### src/sv/softmax_argmax_sigmoid_head_defines.svh
// ----------------------------------------------------------------------------
// Classifier head assertion macros
// Shared concurrent assertion forms for the classifier head RTL.
// ----------------------------------------------------------------------------
`ifndef SOFTMAX_ARGMAX_SIGMOID_HEAD_DEFINES_SVH
`define SOFTMAX_ARGMAX_SIGMOID_HEAD_DEFINES_SVH

// Same-cycle implication, disabled during reset
`define SAH_ASSERT_IMP(name, clk, rst, ante, cons, msg) \
   name: assert property (@(posedge clk) disable iff (rst) (ante) |-> (cons)) \
      else $error(msg);

// Next-cycle implication, disabled during reset
`define SAH_ASSERT_NXT(name, clk, rst, ante, cons, msg) \
   name: assert property (@(posedge clk) disable iff (rst) (ante) |=> (cons)) \
      else $error(msg);

`endif

### src/sv/sah_pkg.sv
// ----------------------------------------------------------------------------
// Classifier head package
// Fixed-point constants, the 2^(-k/16) table and shared helper functions.
// ----------------------------------------------------------------------------
package sah_pkg;

   // Default configuration
   localparam int NUM_CLASSES_DEFAULT = 5;
   localparam int LOGIT_WIDTH_DEFAULT = 16;

   // Gap handling: gaps above 16.0 (Q8.8) give a zero term
   localparam int GAP_W     = 13;
   localparam int GAP_LIMIT = 4096;

   // Exponential datapath widths
   localparam int LOG2E_W = 17;
   localparam logic [LOG2E_W-1:0] LOG2E_Q16 = 17'd94548;
   localparam int PROD_W  = GAP_W + LOG2E_W;
   localparam int U_W     = 29;
   localparam int N_W     = 5;
   localparam int K_W     = 4;
   localparam int R_W     = 16;
   localparam int U_N_LSB = 24;
   localparam int U_K_LSB = 20;
   localparam int U_R_LSB = 4;
   localparam int TIDX_W  = K_W + 1;
   localparam int TERM_W  = 17;
   localparam int DIFF_W  = 12;
   localparam int FRAC_W  = 16;
   localparam int COR_W   = DIFF_W;
   localparam int IPROD_W = DIFF_W + R_W;

   // Result widths and divider shape
   localparam int PROB_W      = 16;
   localparam int DIV_STEPS   = 17;
   localparam int DIVIDEND_W  = 33;
   localparam logic [DIVIDEND_W-1:0] DIV_NUM_ONE = 33'h1_0000_0000;
   localparam int ONE_Q16     = 65536;
   localparam int FLAG_DEN_W  = 18;

   // Queue between front and back
   localparam int QUEUE_DEPTH = 4;

   // One gap lane as carried through the queue
   typedef struct packed {
      logic             zero;
      logic [GAP_W-1:0] gap;
   } sah_gap_type;

   // Width of one queue entry: best index, detect, sign, gap lanes
   function automatic int entry_w(input int num_classes);
      return $clog2(num_classes) + 2 + (num_classes + 1) * $bits(sah_gap_type);
   endfunction

   // round(65536 * 2^(-k/16)) for k = 0..16
   function automatic logic [TERM_W-1:0] pow2_neg(input logic [TIDX_W-1:0] k);
      logic [TERM_W-1:0] v;
      case (k)
         5'd0:    v = 17'd65536;
         5'd1:    v = 17'd62758;
         5'd2:    v = 17'd60097;
         5'd3:    v = 17'd57549;
         5'd4:    v = 17'd55109;
         5'd5:    v = 17'd52773;
         5'd6:    v = 17'd50535;
         5'd7:    v = 17'd48393;
         5'd8:    v = 17'd46341;
         5'd9:    v = 17'd44376;
         5'd10:   v = 17'd42495;
         5'd11:   v = 17'd40693;
         5'd12:   v = 17'd38968;
         5'd13:   v = 17'd37316;
         5'd14:   v = 17'd35734;
         5'd15:   v = 17'd34219;
         5'd16:   v = 17'd32768;
         default: v = '0;
      endcase
      return v;
   endfunction

   // Saturate a 17-bit quotient to Q0.16
   function automatic logic [PROB_W-1:0] sat16(input logic [DIV_STEPS-1:0] q);
      return q[DIV_STEPS-1] ? {PROB_W{1'b1}} : q[PROB_W-1:0];
   endfunction

endpackage

### src/sv/sah_queue.sv
// ----------------------------------------------------------------------------
// Classifier head decoupling queue
// Short first-in first-out buffer between the front and back ends.
// ----------------------------------------------------------------------------
`include "softmax_argmax_sigmoid_head_defines.svh"

module sah_queue #(
   parameter int WIDTH = 8
) (
   input  logic             clock,
   input  logic             reset,
   input  logic             push_valid,
   output logic             push_ready,
   input  logic [WIDTH-1:0] push_data,
   output logic             pop_valid,
   input  logic             pop_ready,
   output logic [WIDTH-1:0] pop_data
);
   import sah_pkg::*;

   localparam int PTR_W = $clog2(QUEUE_DEPTH);
   localparam int CNT_W = $clog2(QUEUE_DEPTH + 1);

   logic [WIDTH-1:0] slot_ff [QUEUE_DEPTH];
   logic [PTR_W-1:0] wr_ptr_ff;
   logic [PTR_W-1:0] rd_ptr_ff;
   logic [CNT_W-1:0] count_ff;
   logic [CNT_W-1:0] count_in;
   logic             push_fire;
   logic             pop_fire;

   assign push_ready = count_ff != CNT_W'(QUEUE_DEPTH);
   assign pop_valid  = count_ff != '0;
   assign pop_data   = slot_ff[rd_ptr_ff];
   assign push_fire  = push_valid && push_ready;
   assign pop_fire   = pop_valid && pop_ready;

   // Track occupancy
   always_comb begin
      case ({push_fire, pop_fire})
         2'b10:   count_in = count_ff + CNT_W'(1);
         2'b01:   count_in = count_ff - CNT_W'(1);
         default: count_in = count_ff;
      endcase
   end

   // Advance pointers and count
   always_ff @(posedge clock) begin
      if (reset) begin
         wr_ptr_ff <= '0;
         rd_ptr_ff <= '0;
         count_ff  <= '0;
      end else begin
         if (push_fire) wr_ptr_ff <= wr_ptr_ff + PTR_W'(1);
         if (pop_fire)  rd_ptr_ff <= rd_ptr_ff + PTR_W'(1);
         count_ff <= count_in;
      end
   end

   // Write the incoming transaction
   always_ff @(posedge clock) begin
      if (push_fire) slot_ff[wr_ptr_ff] <= push_data;
   end

   `SAH_ASSERT_IMP(a_count_bound, clock, reset, 1'b1, count_ff <= CNT_W'(QUEUE_DEPTH), "queue count beyond depth")
   `SAH_ASSERT_NXT(a_count_up, clock, reset, push_fire && !pop_fire, count_ff == $past(count_ff) + CNT_W'(1), "queue count missed a push")

endmodule

### config.mk
export PLATFORM = sky130hd
export DESIGN_NAME = sah_queue
export DESIGN_NICKNAME = d
export VERILOG_FILES = /design/src/sv/sah_pkg.sv /design/src/sv/sah_queue.sv
export VERILOG_INCLUDE_DIRS = /design/src /design/src/sv
export SDC_FILE = /design/constraint.sdc
export NUM_CORES = 1
export LEC_CHECK = 0
export ABC_AREA = 0
export ABC_CLOCK_PERIOD_IN_PS = 3900
export BUFFER_PORTS_ARGS = -buffer_cell sky130_fd_sc_hd__buf_2
export CORE_MARGIN = 2
export CORE_UTILIZATION = 60
export DETAILED_ROUTE_END_ITERATION = 6
export GPL_TIMING_DRIVEN = 0
export PLACE_DENSITY = 0.87
export SLEW_MARGIN = 20
export SYNTH_ARGS = -nofsm -noshare
export SYNTH_HDL_FRONTEND = slang
export SYNTH_SLANG_ARGS = --single-unit
### constraint.sdc
create_clock -name clock -period 3.9 [get_ports clock]
set_clock_uncertainty 0.1 [all_clocks]
set_input_delay 0.975 -clock clock [delete_from_list [all_inputs] [get_ports clock]]
set_output_delay 0.975 -clock clock [all_outputs]
set_load 0.01 [all_outputs]
==> results of run 1 <==
## power groups by stage
stage	Clock [mW]	Combinational [mW]	Sequential, mW
floorplan	0	0.237	0.568
global placement	0	0.314	0.573
detailed placement	0	0.323	0.579
CTS	0.193	0.324	0.569
global route	0.211	0.349	0.575
finish	0.188	0.317	0.569
## cell type report
cell class	instances	area, um^2
buffer	3	15.0
multi-input combinational	44	467
sequential	41	1140
clock buffer	7	45.0
clock inverter	1	3.75
fill	162	713
timing repair buffer	20	100
inverter	6	22.5
tap	30	37.5
## flip-flops by register name (all words and copies together), names as in the netlist, named ones only
| signal | flops |
|---|---|
| count_ff | 3 |
| rd_ptr_ff | 2 |
| wr_ptr_ff | 2 |
| slot_ff | 32 |
## cells by family after synthesis
| family | count (synthesis) | synth area share, % |
|---|---|---|
| XOR/XNOR | 4 | 2.13 |
| flip-flops | 41 | 69.4 |
| AO/OA/AOI/OAI | 6 | 3.19 |
| multiplexers | 10 | 12.5 |
| buffers and inverters | 9 | 2.28 |
| adder cells (fa/ha/maj) | 6 | 5.02 |
| AND/OR/NAND/NOR | 18 | 5.55 |
## cell usage after synthesis, drive strengths merged, types with 2 or more instances
cell type,instances
mux4,8
xor2,3
nand2b,2
edfxtp,32
ha,5
and2,4
nor2,9
inv,6
a21oi,2
dfxtp,9
clkbuf,2
or3,2
## layer usage
layer	part of all wire, %	up-vias	wire length (um)
li1	-	405	-
met1	39	418	933
met2	54	20	1290
met3	5.3	5	128
met4	1.9	0	46
met5	0	-	0
## worst max path at each step
stage / startpoint / endpoint / slack [ns] / cells after the start
global placement: push_valid / count_ff[2] / 1.25 / 9
CTS: flip-flop / pop_data[1] / 1.19 / 3
global route: flip-flop / pop_data[1] / 1.14 / 3
detailed placement: push_valid / count_ff[2] / 1.20 / 9
finish: flip-flop / pop_data[1] / 1.26 / 3
floorplan: push_valid / count_ff[2] / 1.41 / 8
## worst register-to-register path: cells and delay by family, from the launching register on
family | cells | cell delay, ns
AO/OA/AOI/OAI | 2 | 0.25
buffers and inverters | 2 | 0.14
AND/OR/NAND/NOR | 2 | 0.49
adder cells (fa/ha/maj) | 2 | 0.55
flip-flops | 1 | 0.37
XOR/XNOR | 1 | 0.16
==> flow_summary_export.csv, run 1 <==
group,metric,value,unit
placed_design,gp_congestion,0.683,
placed_design,dp.cells,144,
clocking,clock-sinks,41,
clocking,numCtsBuffers,5,
timing,worst_slack,1.26,ns
cells_and_area,area_delta_synth_final,11.3,%
detailed_routing,drtIter0Drc,8,
setup_path,timing.rr.end,"count_ff[2]",
setup_path,reg2regPathDepth,9,
power,power.total,1.07,mW
placed_design,dpl.hpwl,1740,um
yosys,synth_top_area_share,58.4,%
timing,period_share,67.7,%
setup_path,cp_data_arrival_time,1.57,ns
yosys,synth_cells,94,
placed_design,io_buffers,20,
clocking,cts_root_buffer,"clkbuf_4",
detailed_routing,first_pass_iters,4,
yosys,synthTopCellsByArea,"edfxtp_1 (58%), dfxtp_1 (11%), mux4_2 (11%), ha_1 (3.8%), nor2_1 (1.8%)",
timing,relSlewSlack,67.5,%
floorplanning,die_x,56.4,um
power,switchingPower,0.312,mW
cells_and_area,finalCoreUtilization,72.0,%
global_route,first_global_vias,909,
yosys,synth_area,1650,um^2
setup_path,critical_path_class,"reg -> out",
hold_path,hold_start,"wr_ptr_ff[1]",
detailed_routing,ant_nets,0,
placed_design,place_ws,1.20,ns
floorplanning,num_rows,18,
timing,fmax,0.379,GHz
timing,slew_violations,0,
power,p_leak,0.661,nW
cells_and_area,layout_common_cells,"edfxtp_1 (32), buf_2 (20), dfxtp_1 (9), mux4_2 (8), nor2_1 (8)",
clocking,hold_buffers,0,
setup_path,crit_path_max_fanout,8,
yosys,synth_seq_area_share,69.4,%
cells_and_area,drive_gt1_share,32.0,%
timing,finalHoldViolCount,0,
power,power_frac_comb,29.5,%
global_route,use_met3,6.68,%
clocking,post_cts_resize_count,0,
power,p_int,0.761,mW
global_route,use_met2,31.6,%
global_route,grt_usage,17.5,%
power,pwr-share-clk,17.5,%
outcome,status,"completed",
yosys,yosys_warnings,0,
detailed_routing,avgRoutedWirePerCell,15.8,um
global_route,grt_pass1_wl,3960,um
clocking,ctsLongestPathBuffers,2,
cells_and_area,stdcell_count,152,
detailed_routing,vias,848,
floorplanning,die_h,56.4,um
flow_run,cap_violations,0,
hold_path,hold_class,"reg -> reg",
setup_path,cp_num_buf_inv,2,
yosys,synth-edff-count,32,
power,p_per_area,586,nW/um^2
setup_path,critPathRequiredTime,2.82,ns
setup_path,end_kind,"output pin",
power,switching_share,29.1,%
hold_path,hold-path-endpoint,"wr_ptr_ff[1]",
floorplanning,core-area,2540,um^2
yosys,synth-main-ff-cell,"edfxtp_1",
setup_path,r2r_setup_slack,1.78,ns
global_route,antenna_found_initial,0,
cells_and_area,fin_area,1830,um^2
yosys,synthArstFlopShare,0,%
detailed_routing,avgViaCountPerCell,5.58,
timing,tightest_slew,0.488,ns
setup_path,slowest_delay,0.39,ns
timing,fin_setup_tns,0,ns
power,p_seq_share,53.0,%
floorplanning,io_pins,22,
clocking,postCtsSetupBuffers,0,
global_route,busiest_layer,"met2",
floorplanning,initial_core_util,64.7,%
yosys,ys_seq_elements,41,
timing,finalCriticalPeriod,2.64,ns
cells_and_area,antenna_cells,0,
cells_and_area,nets,139,
global_route,grtUsageMet1,17.4,%
global_route,grt.overflow.total,0,
setup_path,cp_top_family,"buffers and inverters",
yosys,syn_avg_cell_area,17.5,um^2
clocking,htree_levels,2,
timing,setup_viol,0,
clocking,tritoncts,"built",
setup_path,startpoint_type,"flip-flop",
detailed_routing,drt-total-wl,2400,um
yosys,ys_types,24,
placed_design,detailed_place.area,1780,um^2
clocking,clk_pin_slew,0.10,ns
cells_and_area,final_common_cell,"edfxtp_1",
clocking,clock_latency,0.33,ns
power,ir_worst_vdd,0.412,mV
timing,rsz0062_at_grt,"no",
setup_path,worstPathCellList,"clkbuf_1, mux4_2, buf_2",
detailed_routing,drc,0,
setup_path,cp_slowest_cell,"clkbuf_1",
hold_path,hold_depth,2,
yosys,yosys.area.top_type,"edfxtp_1",
setup_path,timing.rr.start,"count_ff[1]",
timing,hold_slack,0.422,ns
yosys,syn_nets,112,
floorplanning,die-area,3180,um^2
global_route,grt_max_degree,13,
No activity file was read; power rests on OpenSTA's default activity.
==> inputs of run 2 (changes only) <==
--- a/config.mk
+++ b/config.mk
@@ -6,14 +6,14 @@
 export SDC_FILE = /design/constraint.sdc
 export NUM_CORES = 1
 export LEC_CHECK = 0
-export ABC_AREA = 0
-export ABC_CLOCK_PERIOD_IN_PS = 3900
+export ABC_AREA = 1
+export ABC_CLOCK_PERIOD_IN_PS = 2600
 export BUFFER_PORTS_ARGS = -buffer_cell sky130_fd_sc_hd__buf_2
 export CORE_MARGIN = 2
-export CORE_UTILIZATION = 60
+export CORE_UTILIZATION = 56
 export DETAILED_ROUTE_END_ITERATION = 6
 export GPL_TIMING_DRIVEN = 0
-export PLACE_DENSITY = 0.87
+export PLACE_DENSITY = 0.82
 export SLEW_MARGIN = 20
 export SYNTH_ARGS = -nofsm -noshare
 export SYNTH_HDL_FRONTEND = slang
==> constraint.sdc (replaced) <==
create_clock -name clock -period 2.6 [get_ports clock]
set_clock_uncertainty 0.1 [all_clocks]
set_input_delay 0.65 -clock clock [delete_from_list [all_inputs] [get_ports clock]]
set_output_delay 0.65 -clock clock [all_outputs]
set_load 0.01 [all_outputs]
==> run 2 against run 1 <==
  * The run now ends with DRC left
  * First-iteration DRC count rose to 10 times the previous value
  * Power up 74%
  * Largest cell class unchanged
  * Critical path depth up 2
  * Die area up 9.5%
  * Hold slack worse by 0.0073 ns
  * Cell count up 34%
  * Global-route usage up 1.5 points
  * Via count up 29%
  * Critical path type unchanged
  * Non-clock buffer count unchanged
==> flow_summary_export.csv, run 2 <==
group,metric,value,unit
timing,slew_violations,0,
power,switching_share,31.1,%
clocking,clock-sinks,41,
yosys,ys_types,19,
global_route,grt_usage,19.0,%
yosys,synth-edff-count,32,
clocking,ctsLongestPathBuffers,2,
cells_and_area,drive_gt1_share,23.7,%
yosys,syn_avg_cell_area,11.8,um^2
setup_path,timing.rr.start,"count_ff[1]",
clocking,postCtsSetupBuffers,0,
cells_and_area,area_delta_synth_final,14.6,%
cells_and_area,largest_register,"slot_ff",
yosys,synth.most_common_cell,"edfxtp_1",
setup_path,crit_path_max_fanout,10,
timing,relSlewSlack,48.0,%
timing,finalHoldViolCount,0,
timing,period_share,87.8,%
setup_path,cp_data_arrival_time,1.53,ns
setup_path,startpoint_type,"flip-flop",
floorplanning,die_x,59.0,um
power,pwr-share-clk,26.4,%
placed_design,dp.cells,196,
flow_run,cap_violations,0,
power,p_leak,0.760,nW
cells_and_area,final_common_cell,"edfxtp_1",
setup_path,end_kind,"output pin",
yosys,synth_common_cells,"edfxtp_1 (32), nor2_1 (22), inv_1 (17)",
clocking,post_cts_resize_count,0,
yosys,syn_nets,162,
clocking,htree_levels,2,
hold_path,hold_class,"reg -> reg",
power,switchingPower,0.581,mW
detailed_routing,drc,2,
yosys,synth_top_area_share,56.8,%
clocking,tritoncts,"built",
power,ir_worst_vdd,0.684,mV
power,power_frac_comb,28.2,%
global_route,grt.overflow.total,0,
detailed_routing,drt-total-wl,3010,um
cells_and_area,fill_cells,212,
timing,rsz0062_at_grt,"no",
placed_design,io_buffers,21,
outcome,status,"finished, violations left",
yosys,yosys_warnings,0,
detailed_routing,ant_nets,0,
yosys,synthTopCellsByArea,"edfxtp_1 (57%), dfxtp_1 (11%), nor2_1 (4.9%), o21ai_0 (4.1%), inv_1 (3.8%)",
yosys,synth_area,1690,um^2
yosys,synth-main-ff-cell,"edfxtp_1",
clocking,hold_buffers,0,
clocking,numCtsBuffers,5,
yosys,synth_cells,144,
yosys,synthArstFlopShare,0,%
detailed_routing,vias,1096,
clocking,clock_latency,0.33,ns
timing,fin_setup_tns,0,ns
timing,finalCriticalPeriod,2.28,ns
timing,setup_viol,0,
yosys,yosys.area.top_type,"edfxtp_1",
cells_and_area,stdcell_count,204,
power,p_int,1.29,mW
floorplanning,initial_core_util,60.3,%
floorplanning,core-area,2810,um^2
detailed_routing,avgRoutedWirePerCell,14.7,um
timing,worst_slack,0.318,ns
floorplanning,io_pins,22,
detailed_routing,drtIter0Drc,82,
cells_and_area,antenna_cells,0,
floorplanning,die_h,59.0,um
setup_path,critical_path_class,"reg -> out",
cells_and_area,nets,190,
global_route,grt_pass1_wl,4640,um
timing,tightest_slew,0.777,ns
yosys,ys_seq_elements,41,
cells_and_area,finalCoreUtilization,69.1,%
global_route,antenna_found_initial,0,
placed_design,place_ws,0.511,ns
floorplanning,die-area,3480,um^2
floorplanning,num_rows,19,
clocking,clk_pin_slew,0.11,ns
global_route,first_global_vias,1073,
cells_and_area,largest_register_ffs,32,
timing,fmax,0.438,GHz
hold_path,hold_start,"wr_ptr_ff[0]",
cells_and_area,reg_top3,"slot_ff x32, count_ff x3",
setup_path,critPathRequiredTime,1.85,ns
power,p_seq_share,45.4,%
clocking,cts_root_buffer,"clkbuf_4",
cells_and_area,layout_common_cells,"edfxtp_1 (32), nor2_1 (22), buf_2 (21), inv_1 (17), o21ai_0 (14)",
detailed_routing,avgViaCountPerCell,5.37,
detailed_routing,first_pass_iters,6,
placed_design,dpl.hpwl,2110,um
power,p_per_area,963,nW/um^2
outcome,violations,"DRC",
placed_design,gp_congestion,0.790,
yosys,synth_seq_area_share,67.4,%
global_route,grt_max_degree,14,
## run 2: cell count changes after synthesis, moves of 4 or more
cell / change
inv_1: +11
and2_1: -4
o22ai_1: +8
nand2_1: +11
o21ai_0: +13
nor2_1: +14
nand3_1: +5
mux4_2: -8
## run 2: per-stage QoR
step	hold WS [ns]	cell area, um^2	total power, mW
2_1_floorplan	0.359	1690	1.21
3_5_place_dp	0.395	1840	1.39
6_report	0.414	1940	1.87
3_3_place_gp	0.382	1840	1.36
4_1_cts	0.404	1940	1.88
5_1_grt	0.395	1940	1.97
## run 2: cell families after synthesis
group                      after synthesis  synth area share, %
and+or+nand+nor                         46                 12.2
AOI/OAI and AO/OA                       31                 10.2
DFF                                     41                 67.4
adders and majority gates                6                 4.88
buffers and inverters                   20                 5.32
## run 2: layout make-up
type / count / area, um^2 / area share [%]
Timing Repair Buffer: 21 / 105 / 5.42
Tap cell: 31 / 38.8 / 2.00
Buffer: 2 / 22.5 / 1.16
Clock inverter: 3 / 65.1 / 3.35
Inverter: 18 / 67.6 / 3.48
Multi-Input combinational cell: 83 / 462 / 23.8
Clock buffer: 5 / 37.5 / 1.94
Sequential cell: 41 / 1140 / 58.8
## run 2: critical path, cell delays in order, from the launching register on
cell,delay (ns)
dfxtp_1,0.51
inv_2,0.14
buf_6,0.18
nor2_1,0.11
o22ai_1,0.11
buf_2,0.15
## run 2: worst paths after layout
check	endpoint	slack (ns)	depth (start not counted)
max reg2reg	count_ff[2]	0.74	13
max	pop_data[6]	0.32	5
min reg2reg	wr_ptr_ff[0]	0.41	2
min	wr_ptr_ff[0]	0.41	2
## run 2: power by group through the flow
| stage | Sequential (mW) | Combinational [mW] | Clock [mW] |
|---|---|---|---|
| final | 0.847 | 0.527 | 0.493 |
| after global routing | 0.858 | 0.588 | 0.521 |
| after CTS | 0.848 | 0.533 | 0.499 |
| after detailed placement | 0.863 | 0.527 | 0 |
| after global placement | 0.861 | 0.499 | 0 |
| after floorplan | 0.849 | 0.363 | 0 |
## run 2: metal layers
| layer | vias to the layer above | track usage, % | part of all wire (%) |
|---|---|---|---|
| met1 | 510 | 19.8 | 40 |
| met3 | 4 | 7.21 | 5.8 |
| met2 | 31 | 32.4 | 53 |
| met4 | 0 | 11.4 | 1.6 |
| li1 | 551 | - | - |
| met5 | - | 0 | 0 |
==> inputs of run 3 (changes only) <==
--- a/config.mk
+++ b/config.mk
@@ -9,8 +9,10 @@
 export ABC_AREA = 1
 export ABC_CLOCK_PERIOD_IN_PS = 2600
 export BUFFER_PORTS_ARGS = -buffer_cell sky130_fd_sc_hd__buf_2
+export CELL_PAD_IN_SITES_DETAIL_PLACEMENT = 1
+export CELL_PAD_IN_SITES_GLOBAL_PLACEMENT = 1
 export CORE_MARGIN = 2
-export CORE_UTILIZATION = 56
+export CORE_UTILIZATION = 45
 export DETAILED_ROUTE_END_ITERATION = 6
 export GPL_TIMING_DRIVEN = 0
 export PLACE_DENSITY = 0.82
==> run 3 against run 2 <==
  * Setup slack improved by 0.035 ns
  * The run now ends clean
  * Combinational power increased by 0.9%
  * Largest cell class unchanged
  * Cell area increased by 0.26%
  * Power decreased by 4.3%
  * Clock-buffer cell count unchanged
  * Sequential share of layout area decreased by 0.15 points
  * Wire length increased by 16%
==> flow_summary_export.csv, run 3 (synthesis gave the netlist of run 2 again) <==
group,metric,value,unit
global_route,grt_usage,18.8,%
global_route,first_global_vias,1256,
cells_and_area,reg_top3,"slot_ff x32, count_ff x3",
placed_design,io_buffers,21,
timing,fin_setup_tns,0,ns
clocking,clk_pin_slew,0.08,ns
cells_and_area,layout_common_cells,"edfxtp_1 (32), nor2_1 (22), buf_2 (21), inv_1 (17), o21ai_0 (14)",
clocking,numCtsBuffers,5,
global_route,antenna_found_initial,0,
clocking,hold_buffers,0,
floorplanning,num_rows,22,
setup_path,startpoint_type,"flip-flop",
setup_path,end_kind,"output pin",
timing,slew_violations,0,
detailed_routing,drt-total-wl,3470,um
setup_path,cp_data_arrival_time,1.50,ns
cells_and_area,final_common_cell,"edfxtp_1",
detailed_routing,first_pass_iters,4,
cells_and_area,stdcell_count,221,
clocking,ctsLongestPathBuffers,2,
global_route,grt_max_degree,14,
placed_design,dpl.hpwl,2480,um
placed_design,place_ws,0.438,ns
power,p_per_area,919,nW/um^2
clocking,postCtsSetupBuffers,0,
timing,tightest_slew,0.840,ns
timing,finalCriticalPeriod,2.25,ns
global_route,grt.overflow.total,0,
placed_design,gp_congestion,0.752,
timing,relSlewSlack,43.8,%
detailed_routing,vias,1134,
power,p_leak,0.749,nW
power,ir_worst_vdd,0.407,mV
clocking,post_cts_resize_count,0,
setup_path,critical_path_class,"reg -> out",
floorplanning,die_h,65.3,um
flow_run,cap_violations,0,
clocking,htree_levels,2,
clocking,tritoncts,"built",
hold_path,hold_class,"reg -> reg",
detailed_routing,drtIter0Drc,40,
global_route,grt_pass1_wl,5810,um
timing,hold_slack,0.402,ns
detailed_routing,ant_nets,0,
timing,period_share,86.4,%
clocking,clock_latency,0.29,ns
timing,worst_slack,0.354,ns
timing,rsz0062_at_grt,"no",
timing,setup_viol,0,
timing,finalHoldViolCount,0,
cells_and_area,area_delta_synth_final,14.9,%
detailed_routing,avgViaCountPerCell,5.13,
floorplanning,die-area,4270,um^2
detailed_routing,avgRoutedWirePerCell,15.7,um
outcome,status,"completed",
floorplanning,die_x,65.3,um
setup_path,critPathRequiredTime,1.85,ns
cells_and_area,nets,190,
cells_and_area,largest_register_ffs,32,
clocking,clock-sinks,41,
cells_and_area,antenna_cells,0,
cells_and_area,drive_gt1_share,23.7,%
timing,fmax,0.445,GHz
placed_design,dp.cells,213,
floorplanning,io_pins,22,
floorplanning,initial_core_util,46.6,%
detailed_routing,drc,0,
clocking,cts_root_buffer,"clkbuf_8",
cells_and_area,largest_register,"slot_ff",
floorplanning,core-area,3630,um^2
setup_path,crit_path_max_fanout,9,
==> run 3: cell count changes in the layout (fill, tap and decap cells not counted) <==
cell,before,now
clkinvlp_4,0,1
bufinv_16,2,0
clkbuf_8,0,5
clkinv_2,1,2
clkbuf_4,5,0
==> run 3: critical path: stages (launching register included) <==
cell and delay (ns):
dfxtp_1 0.54, inv_1 0.26, o21ai_0 0.17, o22ai_1 0.10, buf_2 0.15
==> run 3: per-layer routing <==
layer / global-route usage [%] / vias to the layer above / part of all wire [%]
met5: 0 / - / 0
met4: 10.2 / 0 / 2.6
met3: 4.11 / 9 / 2.7
met2: 33.8 / 21 / 52
met1: 20.5 / 554 / 43
li1: - / 550 / -
==> run 3: final timing paths <==
path	startpoint	to	slack [ns]	cells after the start
max reg2reg	count_ff[1]	count_ff[2]	0.65	13
max	flip-flop	pop_data[2]	0.35	4
min	wr_ptr_ff[0]	wr_ptr_ff[0]	0.40	2
min reg2reg	wr_ptr_ff[0]	wr_ptr_ff[0]	0.40	2
==> run 3: layout make-up <==
| cell class | instances | area, um^2 |
|---|---|---|
| Fill cell | 423 | 1690 |
| Sequential cell | 41 | 1140 |
| Multi-Input combinational cell | 83 | 462 |
| Timing Repair Buffer | 21 | 105 |
| Clock buffer | 5 | 68.8 |
| Inverter | 18 | 67.6 |
| Tap cell | 48 | 60.1 |
| Buffer | 2 | 22.5 |
| Clock inverter | 3 | 17.5 |
==> run 3: metrics by stage <==
step	instance area (um^2)	power [mW]	utilization [%]
after CTS	1940	1.81	53.5
final	1940	1.79	53.5
after floorplan	1690	1.21	-
after global placement	1860	1.37	51.1
after global routing	1940	1.90	53.5
after detailed placement	1860	1.41	51.1
==> run 3: power by group <==
part	switching, mW	internal [mW]
combinational	0.334	0.198
clock	0.216	0.185
sequential	0.0638	0.791
total	0.614	1.17
